<file path="config.mk">
export PLATFORM = sky130hd
export DESIGN_NAME = multinode_packet_deframe_snapshot
export DESIGN_NICKNAME = d
export VERILOG_FILES = /design/src/rtl/core/mpds_pkg.sv /design/src/rtl/core/multinode_packet_deframe_snapshot.sv
export SDC_FILE = /design/constraint.sdc
export NUM_CORES = 1
export LEC_CHECK = 0
export ABC_AREA = 1
export BUFFER_PORTS_ARGS = -buffer_cell sky130_fd_sc_hd__buf_2
export CORE_MARGIN = 5
export CORE_UTILIZATION = 54
export CTS_CLUSTER_SIZE = 10
export DETAILED_ROUTE_END_ITERATION = 10
export GPL_ROUTABILITY_DRIVEN = 0
export GPL_TIMING_DRIVEN = 0
export HOLD_SLACK_MARGIN = 0.12
export PLACE_DENSITY_LB_ADDON = 0.2
export SKIP_CTS_REPAIR_TIMING = 1
export SYNTH_ARGS = -nofsm -noshare
export SYNTH_HDL_FRONTEND = slang
export SYNTH_SLANG_ARGS = --single-unit
</file>
<file path="constraint.sdc">
create_clock -name clk -period 10.9 [get_ports clk]
set_clock_uncertainty 0.15 [all_clocks]
set_input_delay 2.18 -clock clk [delete_from_list [all_inputs] [get_ports clk]]
set_output_delay 2.18 -clock clk [all_outputs]
set_load 0.01 [all_outputs]
</file>
<file path="src/rtl/core/mpds_pkg.sv">
// Package for the multinode packet deframer with snapshot framing.
// Holds payload structs, parser entry type and framing constants.
// No dependencies.
package mpds_pkg;

	localparam logic [7:0] SYNC_IN  = 8'hAA;
	localparam logic [7:0] SYNC_A   = 8'hBB;
	localparam logic [7:0] SYNC_B   = 8'hCC;
	localparam logic [3:0] PKT_LAST = 4'd10;
	localparam logic [3:0] PHASE_LO = 4'd6;

	localparam int CFG_IDX_W  = 2;
	localparam int CFG_DATA_W = 16;
	localparam logic [CFG_IDX_W-1:0] CFG_STREAM_EN = 2'd0;
	localparam logic [CFG_IDX_W-1:0] CFG_TIMEOUT   = 2'd1;

	localparam logic OP_BYTE = 1'b0;
	localparam logic OP_TICK = 1'b1;

	typedef struct packed {
		logic       opcode;
		logic [2:0] node;
		logic [7:0] data_byte;
	} in_item_t;

	typedef struct packed {
		logic [7:0] out_byte;
		logic       last_byte;
	} out_item_t;

	// One node's parser state as it sits in the parser memory.
	typedef struct packed {
		logic [3:0]  count;
		logic [7:0]  xsum;
		logic [31:0] word;
	} parser_entry_t;

endpackage

</file>
<file path="src/rtl/core/multinode_packet_deframe_snapshot.sv">
// Multinode packet deframer: per-node sync hunt, checksum check, snapshot framing.
// A memory-centered design: parser state and snapshot words sit in memories.
// Depends on mpds_pkg.
//
// Items: a word is accepted, read from the parser memory, updated and written back;
// in_stall holds off the next item until the parser memory write-back is done.
// A host frame of 9 + 4*NODES words follows the deciding item; header and checksum
// words go out one per cycle unless the output stalls; each node's word costs one
// snapshot memory read plus four bytes out. No items are taken while a frame drains.
// Reset clears all control state; memory entries read as zero until written.
module multinode_packet_deframe_snapshot
	import mpds_pkg::*;
#(
	parameter int NODES = 8
) (
	input  logic                  clk,
	input  logic                  arst_n,
	input  logic                  in_valid,
	output logic                  in_stall,
	input  in_item_t              in_item,
	output logic                  out_valid,
	input  logic                  out_stall,
	output out_item_t             out_item,
	input  logic                  cfg_we,
	input  logic [CFG_IDX_W-1:0]  cfg_idx,
	input  logic [CFG_DATA_W-1:0] cfg_data
);

	localparam int NW  = (NODES > 1) ? $clog2(NODES) : 1;
	localparam int NCW = $clog2(NODES + 1);
	localparam logic [3:0] NODES_L = 4'(NODES);
	localparam logic [NCW-1:0] NODES_C = NCW'(NODES);

	typedef enum logic [2:0] {
		S_IDLE, S_RD, S_UPD, S_HDR, S_FETCH, S_WORD, S_CSUM
	} state_t;

	state_t              state_q;
	in_item_t            item_s1;
	parser_entry_t       pmem [NODES];
	parser_entry_t       prd_s2;
	logic                pv_s2;
	logic [31:0]         smem [NODES];
	logic [31:0]         srd_q;
	logic                sv_rd_q;
	logic [NODES-1:0]    pv_q;
	logic [NODES-1:0]    sv_q;
	logic [NODES-1:0]    fresh_q;
	logic                en_q;
	logic [15:0]         tmo_q;
	logic [31:0]         ms_q;
	logic [31:0]         ws_q;
	logic [15:0]         seq_q;
	logic [2:0]          hk_q;
	logic [1:0]          lane_q;
	logic [NCW-1:0]      nj_q;
	logic [7:0]          cx_q;

	logic [3:0]          node_ext;
	logic [NW-1:0]       idx;
	logic                node_ok;
	logic                do_parse;
	parser_entry_t       ent;
	parser_entry_t       ent_nx;
	logic                good;
	logic [31:0]         ms_nx;
	logic [NODES-1:0]    fresh_nx;
	logic                fire;
	logic                slot_free;
	logic                emit;
	logic [7:0]          hdr_byte;
	logic [7:0]          word_byte;
	logic [31:0]         srd_word;

	assign in_stall  = (state_q != S_IDLE);
	assign slot_free = !out_valid || !out_stall;

	// A frame word is loaded whenever a frame state finds the output slot free.
	assign emit = slot_free &&
		(state_q == S_HDR || state_q == S_WORD || state_q == S_CSUM);

	// Decode the registered item.
	assign node_ext = {1'b0, item_s1.node};
	assign idx      = node_ext[NW-1:0];
	assign node_ok  = (node_ext < NODES_L);
	assign do_parse = (item_s1.opcode == OP_BYTE) && node_ok;
	assign ent      = pv_s2 ? prd_s2 : '0;

	// Parser step for one byte.
	always_comb begin
		ent_nx = ent;
		good   = 1'b0;
		if (ent.count == 4'd0) begin
			if (item_s1.data_byte == SYNC_IN) begin
				ent_nx.count = 4'd1;
				ent_nx.xsum  = SYNC_IN;
			end
		end else if (ent.count >= PKT_LAST) begin
			good         = (ent.xsum == item_s1.data_byte);
			ent_nx.count = 4'd0;
		end else begin
			ent_nx.xsum  = ent.xsum ^ item_s1.data_byte;
			ent_nx.count = ent.count + 4'd1;
			case (ent.count)
				PHASE_LO: ent_nx.word = {24'd0, item_s1.data_byte};
				4'd7:     ent_nx.word[15:8]  = item_s1.data_byte;
				4'd8:     ent_nx.word[23:16] = item_s1.data_byte;
				4'd9:     ent_nx.word[31:24] = item_s1.data_byte;
				default:  ent_nx.word = ent.word;
			endcase
		end
	end

	// Snapshot update and frame decision.
	always_comb begin
		ms_nx    = (item_s1.opcode == OP_TICK) ? ms_q + 32'd1 : ms_q;
		fresh_nx = fresh_q;
		if (do_parse && good && en_q)
			fresh_nx[idx] = 1'b1;
		fire = en_q && ((&fresh_nx) || ((ms_nx - ws_q) >= {16'd0, tmo_q}));
	end

	// Header byte select.
	always_comb begin
		case (hk_q)
			3'd0:    hdr_byte = SYNC_A;
			3'd1:    hdr_byte = SYNC_B;
			3'd2:    hdr_byte = seq_q[7:0];
			3'd3:    hdr_byte = seq_q[15:8];
			3'd4:    hdr_byte = ms_q[7:0];
			3'd5:    hdr_byte = ms_q[15:8];
			3'd6:    hdr_byte = ms_q[23:16];
			default: hdr_byte = ms_q[31:24];
		endcase
	end

	assign srd_word = sv_rd_q ? srd_q : 32'd0;

	always_comb begin
		case (lane_q)
			2'd0:    word_byte = srd_word[7:0];
			2'd1:    word_byte = srd_word[15:8];
			2'd2:    word_byte = srd_word[23:16];
			default: word_byte = srd_word[31:24];
		endcase
	end

	// Parser memory: read on the cycle after acceptance, written back in the update.
	always_ff @(posedge clk) begin
		if (state_q == S_RD)
			prd_s2 <= pmem[idx];
		if (state_q == S_UPD && do_parse)
			pmem[idx] <= ent_nx;
	end

	// Snapshot memory: written by good packets while streaming, read during a frame.
	always_ff @(posedge clk) begin
		if (state_q == S_UPD && do_parse && good && en_q)
			smem[idx] <= ent.word;
		if (state_q == S_FETCH)
			srd_q <= smem[nj_q[NW-1:0]];
	end

	// Item capture.
	always_ff @(posedge clk) begin
		if (state_q == S_IDLE && in_valid)
			item_s1 <= in_item;
	end

	// Control, configuration and frame sequencer.
	always_ff @(posedge clk or negedge arst_n) begin
		if (!arst_n) begin
			state_q   <= S_IDLE;
			pv_q      <= '0;
			pv_s2     <= 1'b0;
			sv_q      <= '0;
			sv_rd_q   <= 1'b0;
			fresh_q   <= '0;
			en_q      <= 1'b0;
			tmo_q     <= 16'd100;
			ms_q      <= '0;
			ws_q      <= '0;
			seq_q     <= '0;
			hk_q      <= '0;
			lane_q    <= '0;
			nj_q      <= '0;
			cx_q      <= '0;
			out_valid <= 1'b0;
			out_item  <= '0;
		end else begin
			if (emit)
				out_valid <= 1'b1;
			else if (!out_stall)
				out_valid <= 1'b0;
			if (cfg_we) begin
				unique case (cfg_idx)
					CFG_STREAM_EN: begin
						if (cfg_data[0]) begin
							pv_q    <= '0;
							fresh_q <= '0;
							ws_q    <= ms_q;
							en_q    <= 1'b1;
						end else begin
							en_q    <= 1'b0;
						end
					end
					CFG_TIMEOUT: tmo_q <= cfg_data;
					default: ;
				endcase
			end
			unique case (state_q)
				S_IDLE: begin
					if (in_valid)
						state_q <= S_RD;
				end
				S_RD: begin
					pv_s2   <= node_ok && pv_q[idx];
					state_q <= S_UPD;
				end
				S_UPD: begin
					ms_q <= ms_nx;
					if (do_parse) begin
						pv_q[idx] <= 1'b1;
						if (good && en_q)
							sv_q[idx] <= 1'b1;
					end
					if (fire) begin
						fresh_q <= '0;
						ws_q    <= ms_nx;
						hk_q    <= '0;
						cx_q    <= '0;
						state_q <= S_HDR;
					end else begin
						fresh_q <= fresh_nx;
						state_q <= S_IDLE;
					end
				end
				S_HDR: begin
					if (slot_free) begin
						out_item  <= '{out_byte: hdr_byte, last_byte: 1'b0};
						cx_q      <= cx_q ^ hdr_byte;
						hk_q      <= hk_q + 3'd1;
						if (hk_q == 3'd7) begin
							nj_q    <= '0;
							state_q <= S_FETCH;
						end
					end
				end
				S_FETCH: begin
					sv_rd_q <= sv_q[nj_q[NW-1:0]];
					lane_q  <= '0;
					state_q <= S_WORD;
				end
				S_WORD: begin
					if (slot_free) begin
						out_item  <= '{out_byte: word_byte, last_byte: 1'b0};
						cx_q      <= cx_q ^ word_byte;
						lane_q    <= lane_q + 2'd1;
						if (lane_q == 2'd3) begin
							nj_q    <= nj_q + NCW'(1);
							state_q <= (nj_q + NCW'(1) == NODES_C) ? S_CSUM : S_FETCH;
						end
					end
				end
				S_CSUM: begin
					if (slot_free) begin
						out_item  <= '{out_byte: cx_q, last_byte: 1'b1};
						seq_q     <= seq_q + 16'd1;
						state_q   <= S_IDLE;
					end
				end
				default: state_q <= S_IDLE;
			endcase
		end
	end

	// A full set of fresh marks always fires a frame, so it never survives to idle.
	a_fresh_drained: assert property (@(posedge clk) disable iff (!arst_n)
		(state_q == S_IDLE && en_q) |-> !(&fresh_q))
		else $error("all nodes fresh while idle");

	// The node counter stays inside the snapshot memory during a frame.
	a_fetch_range: assert property (@(posedge clk) disable iff (!arst_n)
		(state_q == S_FETCH) |-> (nj_q < NODES_C))
		else $error("snapshot fetch beyond last node");

	// The checksum word ends the frame and returns the block to idle.
	a_csum_end: assert property (@(posedge clk) disable iff (!arst_n)
		(state_q == S_CSUM && slot_free) |=> (state_q == S_IDLE && out_item.last_byte))
		else $error("frame did not end after checksum");

	// Fresh marks only appear while streaming.
	a_fresh_stream: assert property (@(posedge clk) disable iff (!arst_n)
		(!en_q && $stable(en_q)) |-> (fresh_q == $past(fresh_q) || fresh_q == '0))
		else $error("fresh mark set while stopped");

endmodule

</file>
# Word level (Yosys, flattened, before mapping)
# Memories as Yosys holds them, arrays and structs flattened. A register that Yosys moved wholly into a read port is not among the register bits.
# Cells that the tools add are included.
# Widths: inputs -> output; s select.
# op_classes
muxes	72
eq_ne	32
addsub	7
bitwise_logic	7
n_reduce_logical	44
magnitude_cmp	6
# op_table
operator	n
$mux 32	8
$mux 8	15
$pmux 8 s7	1
$pmux 8 s2	3
$pmux 8 s3	2
$mux 44	1
$mux 40	1
$add 32x1->32 const B	1
$ge 32x16->1	1
$sub 32x32->32	1
$mux 9	3
$pmux 9 s3	1
$mux 12	2
$mux 3	8
$or 8x8->8	3
$xor 8x8->8	3
$eq 3x3->1 const B	7
$pmux 3 s7	1
$mux 4	5
$add 16x1->16 const B	1
$eq 3x2->1 const B	4
$eq 4x4->1 const B	3
$logic_and 1x1->1	12
$lt 3x4->1 const B	3
34 further kinds	78
# word_totals
n_memories	2
ff_bits	165
ram_bits	608
inputBits	35
# memory_table
memory	words	word_bits	rd	rd_ports_with_merged_regs	write_ports	line_no	text
pmem	8	44	1	1	1	multinode_packet_deframe_snapshot.sv:40	parser_entry_t pmem [NODES];
smem	8	32	1	1	1	multinode_packet_deframe_snapshot.sv:43	logic [31:0] smem [NODES];

# Logic depth before layout (Yosys ltp)
# depth
depth_word	12
depth_mapped	33
mapped_depth_nobuf	33

# Worst setup path before layout
# OpenSTA, ideal clock, no wires.
# synth_path
path_type	flip-flop to flip-flop
startpoint	register pv_s2
endpoint	memory smem[6][0] (enable)
setup_time_ns	0.462
required_time_ns	10.288
path_slack_ns	6.610
arrival_time_ns	3.677
period_less_slack_ns	4.290
path_stages_with_launch	12
path_buffers	2
cell_sequence	dfrtp_1 > buf_6 > buf_4 > nand2_1 > inv_1 > ha_1 > inv_1 > nand2_1 > nand2_1 > nor2_4 > nand3_1 > nor3_1
# synth_between
elab_chain_len	8
# synth_rtl
item	line_no	text
start, declared	multinode_packet_deframe_snapshot.sv:42	logic pv_s2;
start signal, assigned	multinode_packet_deframe_snapshot.sv:217	pv_s2 <= node_ok && pv_q[idx];
$mux 44 (*)	multinode_packet_deframe_snapshot.sv:87	assign ent = pv_s2 ? prd_s2 : '0;
$ge 4x4->1 / $eq 8x8->1 (equally long branches)	multinode_packet_deframe_snapshot.sv:98, multinode_packet_deframe_snapshot.sv:99	
$mux 1	multinode_packet_deframe_snapshot.sv:98	end else if (ent.count >= PKT_LAST) begin
$mux 1 (*)	multinode_packet_deframe_snapshot.sv:93	if (ent.count == 4'd0) begin
$logic_and 1x1->1 (*) (2 in a row)	multinode_packet_deframe_snapshot.sv:158	if (state_q == S_UPD && do_parse && good && en_q)
$mux 1 (*)	multinode_packet_deframe_snapshot.sv:158	
$mux 1 (not written as such) (*)	multinode_packet_deframe_snapshot.sv:159	smem[idx] <= ent.word;
end, declared	multinode_packet_deframe_snapshot.sv:43	
# Mark *: on every way between the ends. The rest lies on a longest branch, timed or not.

# Worst setup path after layout
# layout_path
startpoint	register ms_q[1]
endpoint	register ws_q[26]
# layout_between
elab_chain_len	8
# layout_rtl
item	line_no	text
start, declared	multinode_packet_deframe_snapshot.sv:51	logic [31:0] ms_q;
start signal, assigned	multinode_packet_deframe_snapshot.sv:221	ms_q <= ms_nx;
$add 32x1->32	multinode_packet_deframe_snapshot.sv:116	ms_nx = (item_s1.opcode == OP_TICK) ? ms_q + 32'd1 : ms_q;
$mux 32	multinode_packet_deframe_snapshot.sv:116	
named net ms_nx[14]	multinode_packet_deframe_snapshot.sv:66	logic [31:0] ms_nx;
$sub 32x32->32	multinode_packet_deframe_snapshot.sv:120	fire = en_q && ((&fresh_nx) || ((ms_nx - ws_q) >= {16'd0, tmo_q}));
$ge 32x16->1	multinode_packet_deframe_snapshot.sv:120	
$logic_or 1x1->1	multinode_packet_deframe_snapshot.sv:120	
$logic_and 1x1->1	multinode_packet_deframe_snapshot.sv:120	
$mux 32	multinode_packet_deframe_snapshot.sv:227	if (fire) begin
$mux 32	multinode_packet_deframe_snapshot.sv:211	unique case (state_q)
end signal, assigned	multinode_packet_deframe_snapshot.sv:201	ws_q <= ms_q;
end signal, assigned	multinode_packet_deframe_snapshot.sv:229	ws_q <= ms_nx;
end, declared	multinode_packet_deframe_snapshot.sv:52	logic [31:0] ws_q;
# The timed path passes the listed nets, and every way through them passes these cells.
# A chain may end at the register's enable or synchronous reset.

==> flow_metrics.env <==
export IMPL_status="finished clean"
export IMPL_routed_wl_um=99700
export IMPL_tightest_slew_ps=1170
export IMPL_vias_per_cell=5.81
export IMPL_n_antenna_cell=0
export IMPL_required_ps=11300
export IMPL_rows=96
export IMPL_die_h_um=273
export IMPL_dpl_hpwl_um=68100
export IMPL_final_max_slew_viol_count=0
export IMPL_slew_headroom=0.217
export IMPL_drv_cap=0
export IMPL_drt_iter0_drc=3291
export IMPL_seqCellArea_mm2=0.0247
export IMPL_p_per_area_mw_per_mm2=242
export IMPL_fill_cells=5413
export IMPL_cts_tree="yes"
export IMPL_syn_area_per_cell_um2=10.9
export IMPL_cts_buffers=97
export IMPL_clk_pin_slew_ps=60
export IMPL_synthCells=3413
export IMPL_initial_core_util=0.544
export IMPL_antenna_found_initial=1
export IMPL_syn_area_mm2=0.0373
export IMPL_hold_violations=0
export IMPL_ys_flop_type="edfxtp_1"
export IMPL_portBuffers=45
export IMPL_cp_max_fo=10
export IMPL_synth_seq_cells=849
export IMPL_die_area_mm2=0.0744
export IMPL_grt_pass1_wl_um=151000
export IMPL_drive_above_1_share=0.0736
export IMPL_synth_yosys_warnings=0
export IMPL_p_leak_nw=16.4
export IMPL_first_global_vias=25200
export IMPL_synthDistinctLibCells=53
export IMPL_fin_crit_ps=5410
export IMPL_area_growth_pct=13.2
export IMPL_die_w_um=273
export IMPL_rsz0062_at_grt="no"
export IMPL_cp_end_kind="flip-flop"
export IMPL_core_area_mm2=0.0686
export IMPL_max_vdd_ir_drop_v=0.000172
export IMPL_avgRoutedWirePerCell_um=21.8
export IMPL_clk_latency_ps=650
export IMPL_fmax_mhz=185
export IMPL_critPathKind="reg2reg"
export IMPL_ant_nets=0
export IMPL_startpoint_type="flip-flop"
export IMPL_cts_buffer_depth=3
export IMPL_vias=26600
export IMPL_finalSetupViolations=0
export IMPL_grt_max_degree=80
export IMPL_dr_pass1_iters=6
export IMPL_grt_use_total=0.264
export IMPL_cp_arrival_ps=5820
export IMPL_min_period_over_period=0.497
export IMPL_finalPower_mw=10.2
export IMPL_root_buffer="clkbuf_16"
export IMPL_synth_edf_count=696
export IMPL_num_io_pins=46
export IMPL_seq_area_frac_synth=0.663
export IMPL_drc=0
export IMPL_fin_nets=3686
export IMPL_worst_path_most_repeated_cell="nand2_1"
export IMPL_hp_class="reg2reg"
export IMPL_syn_nets=3514
export IMPL_htreeDepth=3
export IMPL_tns_ps=0
export IMPL_max_stage_delay_ps=520
export IMPL_ys_async_sr_fraction=0.180
export IMPL_grt_ovfl_total=0
export IMPL_cp_slowest_cell="dfrtp_1"
export IMPL_multi_input_area_mm2=0.0109
export IMPL_cts_sinks=849
[worst paths after layout]
path | startpoint | endpoint | slack, ps | depth (start not counted)
worst max-delay path | ms_q[1] | ws_q[26] | 5490 | 29
worst min-delay path | sv_q[6] | sv_q[6] | 320 | 1
worst max register to register | ms_q[1] | ws_q[26] | 5490 | 29
worst min register to register | sv_q[6] | sv_q[6] | 320 | 1
max in group asynchronous | arst_n | sv_q[0] | 8400 | 2
min in group asynchronous | arst_n | tmo_q[13] | 1360 | 1
[per-stage QoR]
step,std cells,instance area (um^2),worst slack [ps],hold slack [ps],utilization
2_1_floorplan,3413,37300,6610,278,-
3_3_place_gp,4389,38700,3250,297,0.564
3_5_place_dp,4417,39500,5590,304,0.575
4_1_cts,4570,42200,5530,317,0.615
5_1_grt,4570,42200,4970,332,0.615
6_report,4570,42200,5490,316,0.615
[final cells by class]
type / count / area share
repair buffers: 73 / 0.0210
clock inverters: 9 / 0.00240
clock buffers: 144 / 0.0627
well taps: 931 / 0.0276
plain buffers: 134 / 0.0133
inverters: 323 / 0.0288
multi-input cells: 2107 / 0.258
flip-flops and latches: 849 / 0.586
[state kept, by name (all words and copies together), names as in the netlist, 16 cells and up]
signal  cells
tmo_q      16
prd_s2     44
pmem      352
smem      256
ms_q       32
srd_q      32
ws_q       32
seq_q      16
[cells in the mapped netlist (16+ instances only)]
library cell  count  area (um^2)
nand2_1         746         2800
edfxtp_1        696        20900
nor2_1          391         1470
inv_1           316         1190
o21ai_0         246         1230
dfrtp_1         150         3750
clkbuf_1        106          398
nand3_1          93          465
o22ai_1          66          413
ha_1             65          813
a21oi_1          64          320
nand4_1          64          400
xor2_1           52          455
a22oi_1          46          345
a221oi_1         45          394
a31oi_1          35          219
a22o_1           30          263
nor3_1           26          130
o21ai_1          24          120
buf_1            16         60.1
[power by group]
part	switching (mW)	internal, mW	leakage [nW]	total [mW]
sequential	0.161	4.20	8.35	4.36
clock	1.23	1.66	1.32	2.89
combinational	2.13	0.823	6.73	2.95
total	3.52	6.68	16.4	10.2
[placed cells by master, fill, tap and decap left out, types with 16 or more instances in the layout]
| cell | instances |
|---|---|
| nor2_1 | 374 |
| nand3_1 | 93 |
| a22o_1 | 30 |
| clkbuf_1 | 150 |
| nand4_1 | 64 |
| buf_2 | 45 |
| inv_1 | 316 |
| buf_1 | 16 |
| a31oi_1 | 35 |
| a22oi_1 | 46 |
| clkbuf_16 | 98 |
| a221oi_1 | 45 |
| edfxtp_1 | 696 |
| buf_16 | 16 |
| nor2_4 | 19 |
| nand2_1 | 746 |
| dfrtp_1 | 150 |
| a21oi_1 | 64 |
| o22ai_1 | 66 |
| o21ai_0 | 246 |
| ha_1 | 65 |
| xor2_1 | 52 |
| o21ai_1 | 24 |
| nor3_1 | 25 |
[critical path: cells and delay by family, from the launching register on]
family	cells	cell delay [ps]
AO/OA/AOI/OAI	3	470
XOR/XNOR	2	560
adder cells (fa/ha/maj)	3	890
buffers and inverters	4	500
flip-flops	1	520
AND/OR/NAND/NOR	17	2220
[logic make-up (layout without fill, tap and decap cells)]
kind of cell | Yosys count | after routing | share of synthesized area
and+or+nand+nor | 1366 | 1366 | 0.150
DFF | 849 | 849 | 0.663
AOI/OAI and AO/OA | 608 | 608 | 0.100
buffers and inverters | 457 | 683 | 0.0478
adders and majority gates | 66 | 66 | 0.0224
xor gates and xnor gates | 64 | 64 | 0.0150
muxes | 3 | 3 | 0.000906
[layer usage]
layer / share of wire / global-route usage / vias up
li1: - / - / 12200
met1: 0.42 / 0.374 / 12900
met2: 0.47 / 0.425 / 1198
met5: 0.00013 / 0 / -
met4: 0.031 / 0.0827 / 2
met3: 0.084 / 0.0436 / 200
Power figures use the tool's default switching activity.
